===== config.mk =====
export PLATFORM = sky130hd
export DESIGN_NAME = weigh_settle_ack_sequencer
export DESIGN_NICKNAME = d
export VERILOG_FILES = /design/src/sv/wsas_pkg.sv /design/src/sv/wsas_cfg_regs.sv /design/src/sv/wsas_core.sv /design/src/sv/weigh_settle_ack_sequencer.sv
export VERILOG_INCLUDE_DIRS = /design/src /design/src/sv
export SDC_FILE = /design/constraint.sdc
export NUM_CORES = 2
export LEC_CHECK = 0
export BUFFER_PORTS_ARGS = -buffer_cell sky130_fd_sc_hd__buf_2
export CORE_MARGIN = 2
export CORE_UTILIZATION = 25
export DETAILED_ROUTE_END_ITERATION = 8
export PLACE_DENSITY = 0.5
export SYNTH_ARGS = -nofsm -noshare
export SYNTH_HDL_FRONTEND = slang
export SYNTH_HIERARCHICAL = 1
export SYNTH_SLANG_ARGS = --single-unit
export TNS_END_PERCENT = 100

===== constraint.sdc =====
create_clock -name clk -period 28.8 [get_ports clk]
set_input_delay 4.32 -clock clk [delete_from_list [all_inputs] [get_ports clk]]
set_output_delay 4.32 -clock clk [all_outputs]
set_load 0.01 [all_outputs]

===== src/sv/weigh_settle_ack_sequencer_macros.svh =====
// Assertion macros for the weigh/settle/ack sequencer.
// Included by the RTL files that carry concurrent checks; no other dependencies.
`ifndef WEIGH_SETTLE_ACK_SEQUENCER_MACROS_SVH
`define WEIGH_SETTLE_ACK_SEQUENCER_MACROS_SVH
`ifndef NO_ASSERTIONS
// same-cycle implication
`define WSAS_ASSERT_IMP(label, clk, rst_n, ante, cons) \
	label: assert property (@(posedge clk) disable iff (!rst_n) (ante) |-> (cons)) \
		else $error("weigh_settle_ack_sequencer: check failed");
// next-cycle implication
`define WSAS_ASSERT_NXT(label, clk, rst_n, ante, cons) \
	label: assert property (@(posedge clk) disable iff (!rst_n) (ante) |=> (cons)) \
		else $error("weigh_settle_ack_sequencer: check failed");
`else
`define WSAS_ASSERT_IMP(label, clk, rst_n, ante, cons)
`define WSAS_ASSERT_NXT(label, clk, rst_n, ante, cons)
`endif
`endif


===== src/sv/wsas_pkg.sv =====
// Shared types and constants for the weigh/settle/ack sequencer.
// No dependencies; used by every module of the block.
package wsas_pkg;

	// phase codes
	localparam logic [1:0] PH_IDLE  = 2'd0;
	localparam logic [1:0] PH_STAB  = 2'd1;
	localparam logic [1:0] PH_AWAIT = 2'd2;
	localparam logic [1:0] PH_DONE  = 2'd3;

	// outcome codes
	localparam logic [1:0] OC_SENT     = 2'd0;
	localparam logic [1:0] OC_UNSENT   = 2'd1;
	localparam logic [1:0] OC_UNSTABLE = 2'd2;

	// configuration register indexes
	localparam logic [2:0] CFG_READER_PRESENT = 3'd0;
	localparam logic [2:0] CFG_STABLE_RANGE   = 3'd1;
	localparam logic [2:0] CFG_STABLE_HOLD    = 3'd2;
	localparam logic [2:0] CFG_SETTLE_MIN     = 3'd3;
	localparam logic [2:0] CFG_SETTLE_TIMEOUT = 3'd4;
	localparam logic [2:0] CFG_ACK_TIMEOUT    = 3'd5;
	localparam logic [2:0] CFG_RETRY_LIMIT    = 3'd6;
	localparam logic [2:0] CFG_DONE_HOLD      = 3'd7;

	// configuration reset values
	localparam logic [15:0] RST_STABLE_RANGE   = 16'd32;
	localparam logic [31:0] RST_STABLE_HOLD    = 32'd1500;
	localparam logic [31:0] RST_SETTLE_MIN     = 32'd2000;
	localparam logic [31:0] RST_SETTLE_TIMEOUT = 32'd20000;
	localparam logic [31:0] RST_ACK_TIMEOUT    = 32'd3000;
	localparam logic [2:0]  RST_RETRY_LIMIT    = 3'd4;
	localparam logic [31:0] RST_DONE_HOLD      = 32'd3000;

	// tag must be missing this long before the result re-arms
	localparam logic [31:0] TAG_GONE_MS = 32'd500;

	typedef struct packed {
		logic [31:0]        now_ms;
		logic               tag_seen;
		logic [55:0]        tag_id;
		logic [2:0]         tag_id_bytes;
		logic               window_ok;
		logic [19:0]        window_spread;
		logic signed [23:0] window_mean;
		logic [31:0]        window_age_ms;
		logic               link_up;
		logic               ack_valid;
		logic [31:0]        ack_id;
	} item_t;

	typedef struct packed {
		logic [1:0]         phase;
		logic [1:0]         outcome;
		logic               send_now;
		logic [31:0]        event_number;
		logic signed [23:0] captured_weight;
		logic [55:0]        active_tag;
		logic [2:0]         active_tag_bytes;
		logic [2:0]         resend_count;
		logic               busy_res;
	} result_t;

	typedef struct packed {
		logic        reader_present;
		logic [15:0] stable_range_limit;
		logic [31:0] stable_hold_ms;
		logic [31:0] settle_floor_ms;
		logic [31:0] settle_timeout_ms;
		logic [31:0] resend_wait_ms;
		logic [2:0]  retry_limit;
		logic [31:0] done_hold_ms;
	} cfg_t;

	// keep only the low 'bytes' bytes of a UID
	function automatic logic [55:0] tag_mask(input logic [2:0] bytes);
		logic [55:0] m;
		m = '0;
		for (int i = 0; i < 7; i++) begin
			if (3'(i) < bytes) begin
				m[i*8 +: 8] = 8'hFF;
			end
		end
		return m;
	endfunction

endpackage


===== src/sv/wsas_cfg_regs.sv =====
// Configuration register file for the weigh/settle/ack sequencer.
// Depends on wsas_pkg (cfg_t, register indexes, reset values).
module wsas_cfg_regs (
	input  logic          clk,
	input  logic          arst_n,
	input  logic          cfg_valid,
	output logic          cfg_ready,
	input  logic [2:0]    cfg_index,
	input  logic [31:0]   cfg_data,
	output wsas_pkg::cfg_t cfg
);
	import wsas_pkg::*;

	cfg_t cfg_q;

	// always able to take a write
	assign cfg_ready = 1'b1;
	assign cfg       = cfg_q;

	always_ff @(posedge clk or negedge arst_n) begin
		if (!arst_n) begin
			cfg_q.reader_present     <= 1'b0;
			cfg_q.stable_range_limit <= RST_STABLE_RANGE;
			cfg_q.stable_hold_ms     <= RST_STABLE_HOLD;
			cfg_q.settle_floor_ms    <= RST_SETTLE_MIN;
			cfg_q.settle_timeout_ms  <= RST_SETTLE_TIMEOUT;
			cfg_q.resend_wait_ms     <= RST_ACK_TIMEOUT;
			cfg_q.retry_limit        <= RST_RETRY_LIMIT;
			cfg_q.done_hold_ms       <= RST_DONE_HOLD;
		end else if (cfg_valid && cfg_ready) begin
			case (cfg_index)
				CFG_READER_PRESENT: cfg_q.reader_present     <= cfg_data[0];
				CFG_STABLE_RANGE:   cfg_q.stable_range_limit <= cfg_data[15:0];
				CFG_STABLE_HOLD:    cfg_q.stable_hold_ms     <= cfg_data;
				CFG_SETTLE_MIN:     cfg_q.settle_floor_ms    <= cfg_data;
				CFG_SETTLE_TIMEOUT: cfg_q.settle_timeout_ms  <= cfg_data;
				CFG_ACK_TIMEOUT:    cfg_q.resend_wait_ms     <= cfg_data;
				CFG_RETRY_LIMIT:    cfg_q.retry_limit        <= cfg_data[2:0];
				CFG_DONE_HOLD:      cfg_q.done_hold_ms       <= cfg_data;
				default: ;
			endcase
		end
	end

endmodule


===== src/sv/wsas_core.sv =====
// Sequencer state and one-tick update logic.
// Depends on wsas_pkg; state moves only when step is high.
module wsas_core (
	input  logic             clk,
	input  logic             arst_n,
	input  wsas_pkg::cfg_t   cfg,
	input  wsas_pkg::item_t  item,
	input  logic             step,
	output wsas_pkg::result_t res
);
	import wsas_pkg::*;

	typedef enum logic [1:0] {
		ST_IDLE  = PH_IDLE,
		ST_STAB  = PH_STAB,
		ST_AWAIT = PH_AWAIT,
		ST_DONE  = PH_DONE
	} phase_t;

	// state
	phase_t             phase_q, phase_n;
	logic [1:0]         outcome_q, outcome_n;
	logic [55:0]        held_tag_q, held_tag_n;
	logic [2:0]         held_bytes_q, held_bytes_n;
	logic [31:0]        ident_time_q, ident_time_n;
	logic [31:0]        stable_start_q, stable_start_n;
	logic               stable_flag_q, stable_flag_n;
	logic [31:0]        absent_start_q, absent_start_n;
	logic               absent_flag_q, absent_flag_n;
	logic [31:0]        done_time_q, done_time_n;
	logic signed [23:0] weight_q, weight_n;
	logic [31:0]        event_ctr_q, event_ctr_n;
	logic [31:0]        pending_q, pending_n;
	logic [31:0]        publish_time_q, publish_time_n;
	logic [2:0]         resend_q, resend_n;

	// tick scratch
	logic [55:0] tid;
	logic        ack_hit;
	phase_t      ph_eff;
	logic        settled;
	logic        send;
	logic        same_tag;
	logic [31:0] el_id;
	logic [31:0] el_pub;

	always_comb begin
		phase_n        = phase_q;
		outcome_n      = outcome_q;
		held_tag_n     = held_tag_q;
		held_bytes_n   = held_bytes_q;
		ident_time_n   = ident_time_q;
		stable_start_n = stable_start_q;
		stable_flag_n  = stable_flag_q;
		absent_start_n = absent_start_q;
		absent_flag_n  = absent_flag_q;
		done_time_n    = done_time_q;
		weight_n       = weight_q;
		event_ctr_n    = event_ctr_q;
		pending_n      = pending_q;
		publish_time_n = publish_time_q;
		resend_n       = resend_q;
		send           = 1'b0;
		settled        = 1'b0;
		same_tag       = 1'b0;

		tid     = item.tag_id & tag_mask(item.tag_id_bytes);
		el_id   = item.now_ms - ident_time_q;
		el_pub  = item.now_ms - publish_time_q;

		// ack is honored even with no reader; with a reader present, done logic then runs in the same tick
		ack_hit = item.ack_valid && (item.ack_id == pending_q) && (phase_q == ST_AWAIT);
		ph_eff  = ack_hit ? ST_DONE : phase_q;
		if (ack_hit) begin
			phase_n     = ST_DONE;
			outcome_n   = OC_SENT;
			done_time_n = item.now_ms;
		end

		if (cfg.reader_present) begin
			case (ph_eff)
				ST_IDLE: begin
					if (item.tag_seen) begin
						held_tag_n    = tid;
						held_bytes_n  = item.tag_id_bytes;
						ident_time_n  = item.now_ms;
						stable_flag_n = 1'b0;
						phase_n       = ST_STAB;
					end
				end
				ST_STAB: begin
					settled = item.window_ok
						&& (item.window_spread < {4'd0, cfg.stable_range_limit})
						&& (item.window_age_ms >= cfg.settle_floor_ms);
					stable_flag_n = settled;
					if (settled && !stable_flag_q) begin
						stable_start_n = item.now_ms;
					end
					if (stable_flag_n && ((item.now_ms - stable_start_n) >= cfg.stable_hold_ms)
						&& (el_id >= cfg.settle_floor_ms)) begin
						weight_n       = item.window_mean;
						event_ctr_n    = event_ctr_q + 32'd1;
						pending_n      = event_ctr_q + 32'd1;
						resend_n       = 3'd0;
						send           = 1'b1;
						publish_time_n = item.now_ms;
						phase_n        = ST_AWAIT;
					end else if (el_id > cfg.settle_timeout_ms) begin
						outcome_n   = OC_UNSTABLE;
						done_time_n = item.now_ms;
						phase_n     = ST_DONE;
					end
				end
				ST_AWAIT: begin
					if (item.link_up && (el_pub > cfg.resend_wait_ms)) begin
						if (resend_q < cfg.retry_limit) begin
							resend_n       = resend_q + 3'd1;
							send           = 1'b1;
							publish_time_n = item.now_ms;
						end else begin
							outcome_n   = OC_UNSENT;
							done_time_n = item.now_ms;
							phase_n     = ST_DONE;
						end
					end
				end
				default: begin
					same_tag = item.tag_seen && (tid == held_tag_q)
						&& (item.tag_id_bytes == held_bytes_q);
					if (same_tag) begin
						absent_flag_n = 1'b0;
					end else if (!absent_flag_q) begin
						absent_flag_n  = 1'b1;
						absent_start_n = item.now_ms;
					end
					if (((item.now_ms - done_time_n) >= cfg.done_hold_ms) && absent_flag_n
						&& ((item.now_ms - absent_start_n) >= TAG_GONE_MS)) begin
						phase_n = ST_IDLE;
					end
				end
			endcase
		end
	end

	always_comb begin
		res.phase            = phase_n;
		res.outcome          = outcome_n;
		res.send_now         = send;
		res.event_number     = pending_n;
		res.captured_weight  = weight_n;
		res.active_tag       = held_tag_n;
		res.active_tag_bytes = held_bytes_n;
		res.resend_count     = resend_n;
		res.busy_res         = (phase_n == ST_STAB) || (phase_n == ST_AWAIT);
	end

	always_ff @(posedge clk or negedge arst_n) begin
		if (!arst_n) begin
			phase_q        <= ST_IDLE;
			outcome_q      <= OC_SENT;
			held_tag_q     <= '0;
			held_bytes_q   <= '0;
			ident_time_q   <= '0;
			stable_start_q <= '0;
			stable_flag_q  <= 1'b0;
			absent_start_q <= '0;
			absent_flag_q  <= 1'b0;
			done_time_q    <= '0;
			weight_q       <= '0;
			event_ctr_q    <= '0;
			pending_q      <= '0;
			publish_time_q <= '0;
			resend_q       <= '0;
		end else if (step) begin
			phase_q        <= phase_n;
			outcome_q      <= outcome_n;
			held_tag_q     <= held_tag_n;
			held_bytes_q   <= held_bytes_n;
			ident_time_q   <= ident_time_n;
			stable_start_q <= stable_start_n;
			stable_flag_q  <= stable_flag_n;
			absent_start_q <= absent_start_n;
			absent_flag_q  <= absent_flag_n;
			done_time_q    <= done_time_n;
			weight_q       <= weight_n;
			event_ctr_q    <= event_ctr_n;
			pending_q      <= pending_n;
			publish_time_q <= publish_time_n;
			resend_q       <= resend_n;
		end
	end

endmodule


===== src/sv/weigh_settle_ack_sequencer.sv =====
// Weigh/settle/ack sequencer: poll-tick driven measurement and publish controller.
// One result transfer per accepted tick, in order. Ticks can be accepted every cycle
// while item_stall is low; each tick passes through the input register, then the state
// update into the result register. Throughput is one tick per cycle while result_stall
// is low. The input register acts as a skid stage: a new tick is still taken while a
// finished result waits for its transfer, and item_stall rises only when both stages
// are full and result_stall is high. Configuration writes are always ready and are
// meant to be issued while no tick is in flight. Depends on wsas_pkg, wsas_cfg_regs,
// wsas_core and the macros header.
module weigh_settle_ack_sequencer (
	input  logic              clk,
	input  logic              arst_n,
	// tick input
	input  logic              item_valid,
	output logic              item_stall,
	input  wsas_pkg::item_t   item,
	// result output
	output logic              result_valid,
	input  logic              result_stall,
	output wsas_pkg::result_t result,
	// configuration writes
	input  logic              cfg_valid,
	output logic              cfg_ready,
	input  logic [2:0]        cfg_index,
	input  logic [31:0]       cfg_data
);
	import wsas_pkg::*;
	`include "weigh_settle_ack_sequencer_macros.svh"

	cfg_t    cfg;
	item_t   item_s1;
	logic    valid_s1;
	result_t result_s2;
	logic    valid_s2;
	result_t res_next;
	logic    advance;

	wsas_cfg_regs u_cfg (
		.clk       (clk),
		.arst_n    (arst_n),
		.cfg_valid (cfg_valid),
		.cfg_ready (cfg_ready),
		.cfg_index (cfg_index),
		.cfg_data  (cfg_data),
		.cfg       (cfg)
	);

	// the tick in s1 is processed (and state committed) when the result slot frees up
	assign advance    = valid_s1 && (!valid_s2 || !result_stall);
	assign item_stall = valid_s1 && !advance;

	wsas_core u_core (
		.clk    (clk),
		.arst_n (arst_n),
		.cfg    (cfg),
		.item   (item_s1),
		.step   (advance),
		.res    (res_next)
	);

	// input register
	always_ff @(posedge clk or negedge arst_n) begin
		if (!arst_n) begin
			valid_s1 <= 1'b0;
		end else if (item_valid && !item_stall) begin
			valid_s1 <= 1'b1;
		end else if (advance) begin
			valid_s1 <= 1'b0;
		end
	end

	always_ff @(posedge clk) begin
		if (item_valid && !item_stall) begin
			item_s1 <= item;
		end
	end

	// result register
	always_ff @(posedge clk or negedge arst_n) begin
		if (!arst_n) begin
			valid_s2 <= 1'b0;
		end else if (advance) begin
			valid_s2 <= 1'b1;
		end else if (!result_stall) begin
			valid_s2 <= 1'b0;
		end
	end

	always_ff @(posedge clk) begin
		if (advance) begin
			result_s2 <= res_next;
		end
	end

	assign result_valid = valid_s2;
	assign result       = result_s2;

	// checks
	`WSAS_ASSERT_IMP(a_stall_needs_tick, clk, arst_n, item_stall, valid_s1)
	`WSAS_ASSERT_NXT(a_advance_fills_out, clk, arst_n, advance, valid_s2)
	`WSAS_ASSERT_IMP(a_send_only_await, clk, arst_n, valid_s2 && result_s2.send_now,
		result_s2.phase == PH_AWAIT)
	`WSAS_ASSERT_IMP(a_busy_matches_phase, clk, arst_n, valid_s2,
		result_s2.busy_res == ((result_s2.phase == PH_STAB) || (result_s2.phase == PH_AWAIT)))

endmodule

# Yosys cells after proc, flatten, opt, wreduce, memory -nomap -nowiden
# Cells that the tools add are included.
[word_totals]
regBits = 825
in_bits = 243
wordCells = 203
out_inout_bits = 127
[op_classes]
eq_ne = 20
reduce_logical = 42
add_sub_neg = 7
n_bitwise = 2
order_cmp = 16
muxes = 71
[op_table]
columns = ["operator", "n"]
rows = [
  ["32-bit two-way mux", 19],
  ["56-bit two-way mux", 3],
  ["32-bit subtractor", 5],
  ["32-bit >= comparator", 4],
  ["32-bit case mux with 2 select lines", 2],
  ["24-bit two-way mux", 3],
  ["32-bit > comparator", 2],
  ["56-bit AND", 1],
  ["56-bit == test", 1],
  ["8-bit two-way mux", 7],
  ["32-bit by 1-bit adder with 32-bit output, second input constant", 1],
  ["32-bit == test", 1],
  ["32-bit by 9-bit >= comparator with 1-bit output, second input constant", 1],
  ["2-bit two-way mux", 14],
  ["3-bit two-way mux", 7],
  ["20-bit by 16-bit < comparator with 1-bit output", 1],
  ["2-bit AND reduction", 8],
  ["1-bit logical AND", 15],
  ["3-bit == test, second input constant", 4],
  ["4-bit AND reduction", 3],
  ["1-bit two-way mux", 11],
  ["3-bit < comparator, first input constant", 3],
  ["2-bit by 1-bit != test with 1-bit output, second input constant", 4],
  ["2-bit == test, second input constant", 3],
  ["other kinds (22)", 35],
]

# Depth between registers and ports, before layout
[logic_depth]
depth_word = 17
depth_mapped = 38
ltp_nobuf = 36

# Cells and area by module
# The synthesis kept the hierarchy.
[modules_own_cells]
columns = ["mod", "cells_each", "area_each_um2", "instances", "seq_area_each_um2"]
rows = [
  ["wsas_core", 3534, 29565.9, 1, 7907.6],
  ["weigh_settle_ack_sequencer", 335, 9912.0, 1, 9869.5],
  ["wsas_cfg_regs", 392, 6849.1, 1, 4546.9],
]

# Least setup slack after synthesis
# OpenSTA, ideal clock, no wires.
[synth_timing]
kind = "input to register"
start = "input result_stall"
end = "register u_core.event_ctr_q[24]"
stages = 8
required_time_ns = 28.675
n_path_buf = 2
setup_slack_ns = 12.586
setup_ns = 0.125
t_arrival_ns = 16.089
path_cell_list = "a21boi_0 nand2_1 nor2_1 and2_1 clkbuf_1 clkbuf_1 nand2_1 xnor2_1"
[synth_between]
elab_chain_cells = 4
[synth_lines]
columns = ["element", "line_no", "rtl"]
rows = [
  ["start: declaration", "weigh_settle_ack_sequencer.sv:19", "input logic result_stall,"],
  ["1-bit zero test", "--", ""],
  ["1-bit logical OR", "weigh_settle_ack_sequencer.sv:49", "assign advance = valid_s1 && (!valid_s2 || !result_stall);"],
  ["1-bit logical AND", "weigh_settle_ack_sequencer.sv:49", ""],
  ["4-bit AND reduction (no source line)", "--", ""],
  ["end signal: assignment", "wsas_core.sv:186", "event_ctr_q <= event_ctr_n;"],
  ["end: declaration", "wsas_core.sv:32", "logic [31:0] event_ctr_q, event_ctr_n;"],
]
# No other way between the ends.
# A chain may end at the register's enable or synchronous reset.

# Final worst setup path
[layout_timing]
start = "register u_cfg.cfg_q (netlist bit u_cfg/cfg[126])"
end = "register u_core.publish_time_q[26]"
[layout_between]
elab_chain_cells = 12
elab_cells_between_ends = 13
classes_between = "add/sub (1); order compare (3); eq/ne (1); mux (3); reduce/logical (5)"
[layout_lines]
columns = ["element", "line_no", "rtl"]
rows = [
  ["start: declaration", "wsas_cfg_regs.sv:14", "cfg_t cfg_q;"],
  ["32-bit >= comparator", "wsas_core.sv:94", "&& (item.window_age_ms >= cfg.settle_floor_ms);"],
  ["1-bit logical AND", "wsas_core.sv:94", ""],
  ["1-bit logical AND", "wsas_core.sv:96", "if (settled && !stable_flag_q) begin"],
  ["32-bit two-way mux", "wsas_core.sv:96", ""],
  ["32-bit two-way mux", "wsas_core.sv:81", "case (ph_eff)"],
  ["32-bit two-way mux", "wsas_core.sv:80", "if (cfg.reader_present) begin"],
  ["32-bit subtractor", "wsas_core.sv:99", "if (stable_flag_n && ((item.now_ms - stable_start_n) >= cfg.stable_hold_ms)"],
  ["32-bit >= comparator", "wsas_core.sv:99", ""],
  ["1-bit logical AND", "wsas_core.sv:99", ""],
  ["1-bit logical AND (*)", "wsas_core.sv:100", "&& (el_id >= cfg.settle_floor_ms)) begin"],
  ["2-bit by 1-bit != test with 1-bit output (no source line) (*)", "--", ""],
  ["6-bit AND reduction (no source line) (*)", "--", ""],
  ["end signal: assignment", "wsas_core.sv:188", "publish_time_q <= publish_time_n;"],
  ["end: declaration", "wsas_core.sv:34", "logic [31:0] publish_time_q, publish_time_n;"],
]
# Mark *: on every way between the ends. The rest lies on a longest branch, timed or not. The select of a mux whose other input is x is not followed.

==> summary.md <==
| Metric | Value |
|---|---|
| Run status | `finished, final reports clean` |
| YS warnings | `6` |
| Maximum number of pins on one net before global-route repair | `96` |
| Mean instance size in the synthesized netlist | `10.87 sq um` |
| Vias per inst | `4.565` |
| Clock sink count | `825` |
| Max incr delay on CP | `between 0.7 and 0.8 ns` |
| Die Span X | `434.5 um` |
| Setup fix buffers added after clock tree synthesis | `0` |
| Most frequent cell on the critical path | `sky130_fd_sc_hd__a21oi_1` |
| Number of register bits inferred by synthesis | `between 800 and 900` |
| Most frequently used flop master after synthesis | `sky130_fd_sc_hd__dfrtp_1` |
| Most repeated cell in the gate-level netlist after synthesis | `sky130_fd_sc_hd__nand2_1` |
| TritonCTS clock tree | `built` |
| Area of the core | `between 150000 and 200000 sq um` |
| Top cells by area, synth | `sky130_fd_sc_hd__dfrtp_1, sky130_fd_sc_hd__edfxtp_1, sky130_fd_sc_hd__ha_1` |
| Worst hold path class | `flip-flop to flip-flop` |
| Power density over cell area | `88.65 nW/um^2` |
| Final critical path time including I/O delays and setup | `between 9 and 10 ns` |
| Synthesized Nets | `around 4900` |
| Combinational family with the most area after synthesis | `compound AO/OA/AOI/OAI gates` |
| Instance count of the mapped netlist | `4261` |
| Total overflow reported by the global router | `0` |
| Worst skew pair latency | `0.73 ns` |
| Quantity of I/O buffers inserted on ports | `368` |
| Area post-placement | `51210 sq um` |
| Post-synthesis xor/xnor area fraction | `4.518%` |
| Effective utilization at floorplan | `25.22%` |
| Worst Tran Pin Value | `1.079 ns` |
| Post-CTS sizing | `0` |
| Area enclosed by the die boundary | `188800 sq um` |
| Basic-gate share of the synthesized area counting and, or, nand and nor cells | `10.71%` |
| Finish-stage setup viols | `0` |
| Iteration-0 DRC count of the detailed router | `1908` |
| Nets | `about 5300` |
| Post-DR wirelength/cell | `18.30 um` |
| Leading area contributor after synthesis | `sky130_fd_sc_hd__dfrtp_1` |
| Worst clock skew on the final layout | `about 0.024 ns` |
| Setup_tns | `0 ns` |
| Adder-Cell Fraction of Synth Area | `10.10%` |
| Max-cap violations | `0` |
| Unrepaired setup endpoints after global routing | `no` |
| Drc violations | `0` |
| Clock H-tree levels | `3` |
| Number of synthesized flops with an enable pin | `327` |
| Endpoint required time on the critical path | `29.38 ns` |
| Leakage | `23.88 nW` |
| Final cycle utilization of the critical path | `33.80%` |
| CP startpoint kind | `flip-flop` |
| First-pass detailed-route iteration total | `5` |
| Sequential fraction of the synthesis area | `48.19%` |
| Hold violation total from the final report | `0` |
| Number of unique standard cell types used by synthesis | `just under 100` |
| F_max | `about 100 MHz` |
| Library cell contributing the largest single delay on the critical path | `sky130_fd_sc_hd__nand3_2` |
| Cell area after layout | `54810 sq um` |
| Async set or reset register ratio after synthesis | `between 60% and 70%` |
| Mux contribution to synthesized area | `10.89%` |
| Endpoint class of the critical path | `flip-flop` |
| DR vias | `32950` |
| Worst voltage drop across the vdd grid | `0.00004886 V` |
| Number of instances in the placed design | `7024` |
| Number of placement rows | `157` |
| Number of buffers added to fix hold violations after cts | `0` |
| CTS max path bufs | `3` |
| Initial antenna violation count | `36` |
| Fraction of synthesized cell area taken by the top area cell type | `25.06%` |
| Total Routed Length | `132100 um` |
| Complex-gate fraction of the synthesized area | `11.79%` |
| Boundary Pins | `370` |
| Overall fraction of global-route tracks in use | `13.84%` |
| Area growth from synthesis to layout | `18.32%` |
| Height of the die | `434.5 um` |
| Worst slew margin relative to its limit | `between 20 and 30%` |
| GPL Wtd Cong | `0.8370` |
| Detailed Place HPWL | `97880 um` |
| Clock Root Buffer | `sky130_fd_sc_hd__clkbuf_16` |
| Final antenna-violating net count | `0` |
| Pins Over Slew Limit | `0` |
| Critical path type | `flip-flop to flip-flop` |
| Number of global-route vias before repair | `32880` |
| Maximum fanout count along the critical path | `37` |
| Summed instance area of the synthesized netlist | `46330 sq um` |
| Most frequent cells after synthesis | `sky130_fd_sc_hd__nand2_1, sky130_fd_sc_hd__dfrtp_1, sky130_fd_sc_hd__ha_1, sky130_fd_sc_hd__edfxtp_1, sky130_fd_sc_hd__inv_1` |
| Ratio of cells with drive above 1 in the final layout | `19.62%` |
| Wire length of the first global-routing pass | `200300 um` |
| Worst path arrival time | `about 10 ns` |
| Final instance count without filler cells | `~7200` |
| TritonCTS buffer count | `98` |
| Worst-path clk slew | `around 0.060 ns` |
| Total Power Consumption | `between 4 and 5 mW` |
[state kept, by name, indices dropped and copies added, names as in the netlist, 24 cells and up]
register / count
u_core/held_tag_q: 56
u_core/weight_q: 24
item_s1: 203
u_core/stable_start_q: 32
u_core/pending_q: 32
u_core/absent_start_q: 32
u_core/event_ctr_q: 32
u_cfg/cfg: 180
u_core/publish_time_q: 32
result: 124
u_core/done_time_q: 32
u_core/ident_time_q: 32
[logic make-up after synthesis]
kind of cell | count (synthesis)
fa+ha+maj | 371
flops | 825
simple gates | 1057
mux | 456
compound gates | 873
xor+xnor | 239
other cells | 1
buf+inv | 439
[power breakdown]
group | total [mW] | switching, mW | internal [mW] | leakage (nW)
clock | 1.38 | 0.533 | 0.845 | 1.76
combinational | 1.87 | 1.05 | 0.822 | 12.6
sequential | 1.61 | 0.140 | 1.47 | 9.52
[final cells by class]
type	instances	area, sq um
multi-input combinational	2997	22350
tap	2464	3083
timing repair buffer	425	2280
antenna	9	22.52
fill	19030	128900
sequential	825	22320
inverter	313	1175
clock buffer	142	2940
clock inverter	43	643.1
[stage by stage]
| stage | setup slack [ns] | hold WS (ns) | utilization, % |
|---|---|---|---|
| 3_5_place_dp | 19.11 | 0.4535 | 27.88 |
| 3_3_place_gp | 19.24 | 0.4433 | 27.88 |
| 5_1_grt | 18.29 | 0.4818 | 29.84 |
| 4_1_cts | 19.06 | 0.4675 | 29.83 |
| 2_1_floorplan | 12.59 | 0.4365 | - |
| 6_report | 19.06 | 0.4679 | 29.84 |
[worst paths after layout]
kind | startpoint | cells past startpoint | slack [ns] | endpoint
setup / recovery | u_cfg/cfg[126]$_DFFE_PN0P_ | 33 | 19.06 | u_core/publish_time_q[26]$_DFFE_PN0P_
hold / removal | item_s1[73]$_DFFE_PP_ | 2 | 0.47 | u_core/weight_q[7]$_DFFE_PN0P_
setup reg to reg | u_cfg/cfg[126]$_DFFE_PN0P_ | 33 | 19.06 | u_core/publish_time_q[26]$_DFFE_PN0P_
hold reg to reg | item_s1[73]$_DFFE_PP_ | 2 | 0.47 | u_core/weight_q[7]$_DFFE_PN0P_
max in group asynchronous | arst_n | 5 | 21.38 | u_cfg/cfg[170]$_DFFE_PN0P_
min in group asynchronous | arst_n | 1 | 3.67 | u_core/held_tag_q[19]$_DFFE_PN0P_
[layout by cell type (no fill, tap or decap), types with 19 or more instances in the layout]
cell and n:
sky130_fd_sc_hd__a31oi_1 27, sky130_fd_sc_hd__nor2_1 204, sky130_fd_sc_hd__nand3_1 53, sky130_fd_sc_hd__nor3_1 47, sky130_fd_sc_hd__clkinv_2 19, sky130_fd_sc_hd__mux2_1 90, sky130_fd_sc_hd__dfrtp_1 464, sky130_fd_sc_hd__dfstp_2 34
sky130_fd_sc_hd__a21oi_1 188, sky130_fd_sc_hd__nand4_1 61, sky130_fd_sc_hd__edfxtp_1 327, sky130_fd_sc_hd__and3_1 25, sky130_fd_sc_hd__xor2_1 85, sky130_fd_sc_hd__o21ai_1 25, sky130_fd_sc_hd__nand2b_1 38, sky130_fd_sc_hd__mux2i_1 93
sky130_fd_sc_hd__o21ai_0 285, sky130_fd_sc_hd__clkbuf_1 23, sky130_fd_sc_hd__a211oi_1 21, sky130_fd_sc_hd__inv_1 311, sky130_fd_sc_hd__buf_2 367, sky130_fd_sc_hd__nand2_1 468, sky130_fd_sc_hd__nor2b_1 53, sky130_fd_sc_hd__mux2_2 266
sky130_fd_sc_hd__buf_4 57, sky130_fd_sc_hd__ha_1 366, sky130_fd_sc_hd__clkbuf_16 108, sky130_fd_sc_hd__o21a_1 42, sky130_fd_sc_hd__xnor2_1 154, sky130_fd_sc_hd__a21o_1 111
[critical path: cells and delay by family (launching register included)]
| kind | cells | cell delay [ns] |
|---|---|---|
| xor+xnor | 1 | 0.10 |
| fa+ha+maj | 4 | 1.16 |
| buf+inv | 3 | 0.60 |
| flops | 1 | 0.35 |
| compound gates | 16 | 4.09 |
| mux | 2 | 0.89 |
| simple gates | 7 | 2.31 |
[routing by layer]
layer / GRT usage [%] / wire (um) / up-vias
li1: - / - / 16110
met1: 17.04 / 56250 / 16020
met2: 24.24 / 66730 / 602
met3: 2.003 / 4861 / 210
met4: 5.436 / 4214 / 10
met5: 0 / 60 / -
No activity file was read; power rests on OpenSTA's default activity.
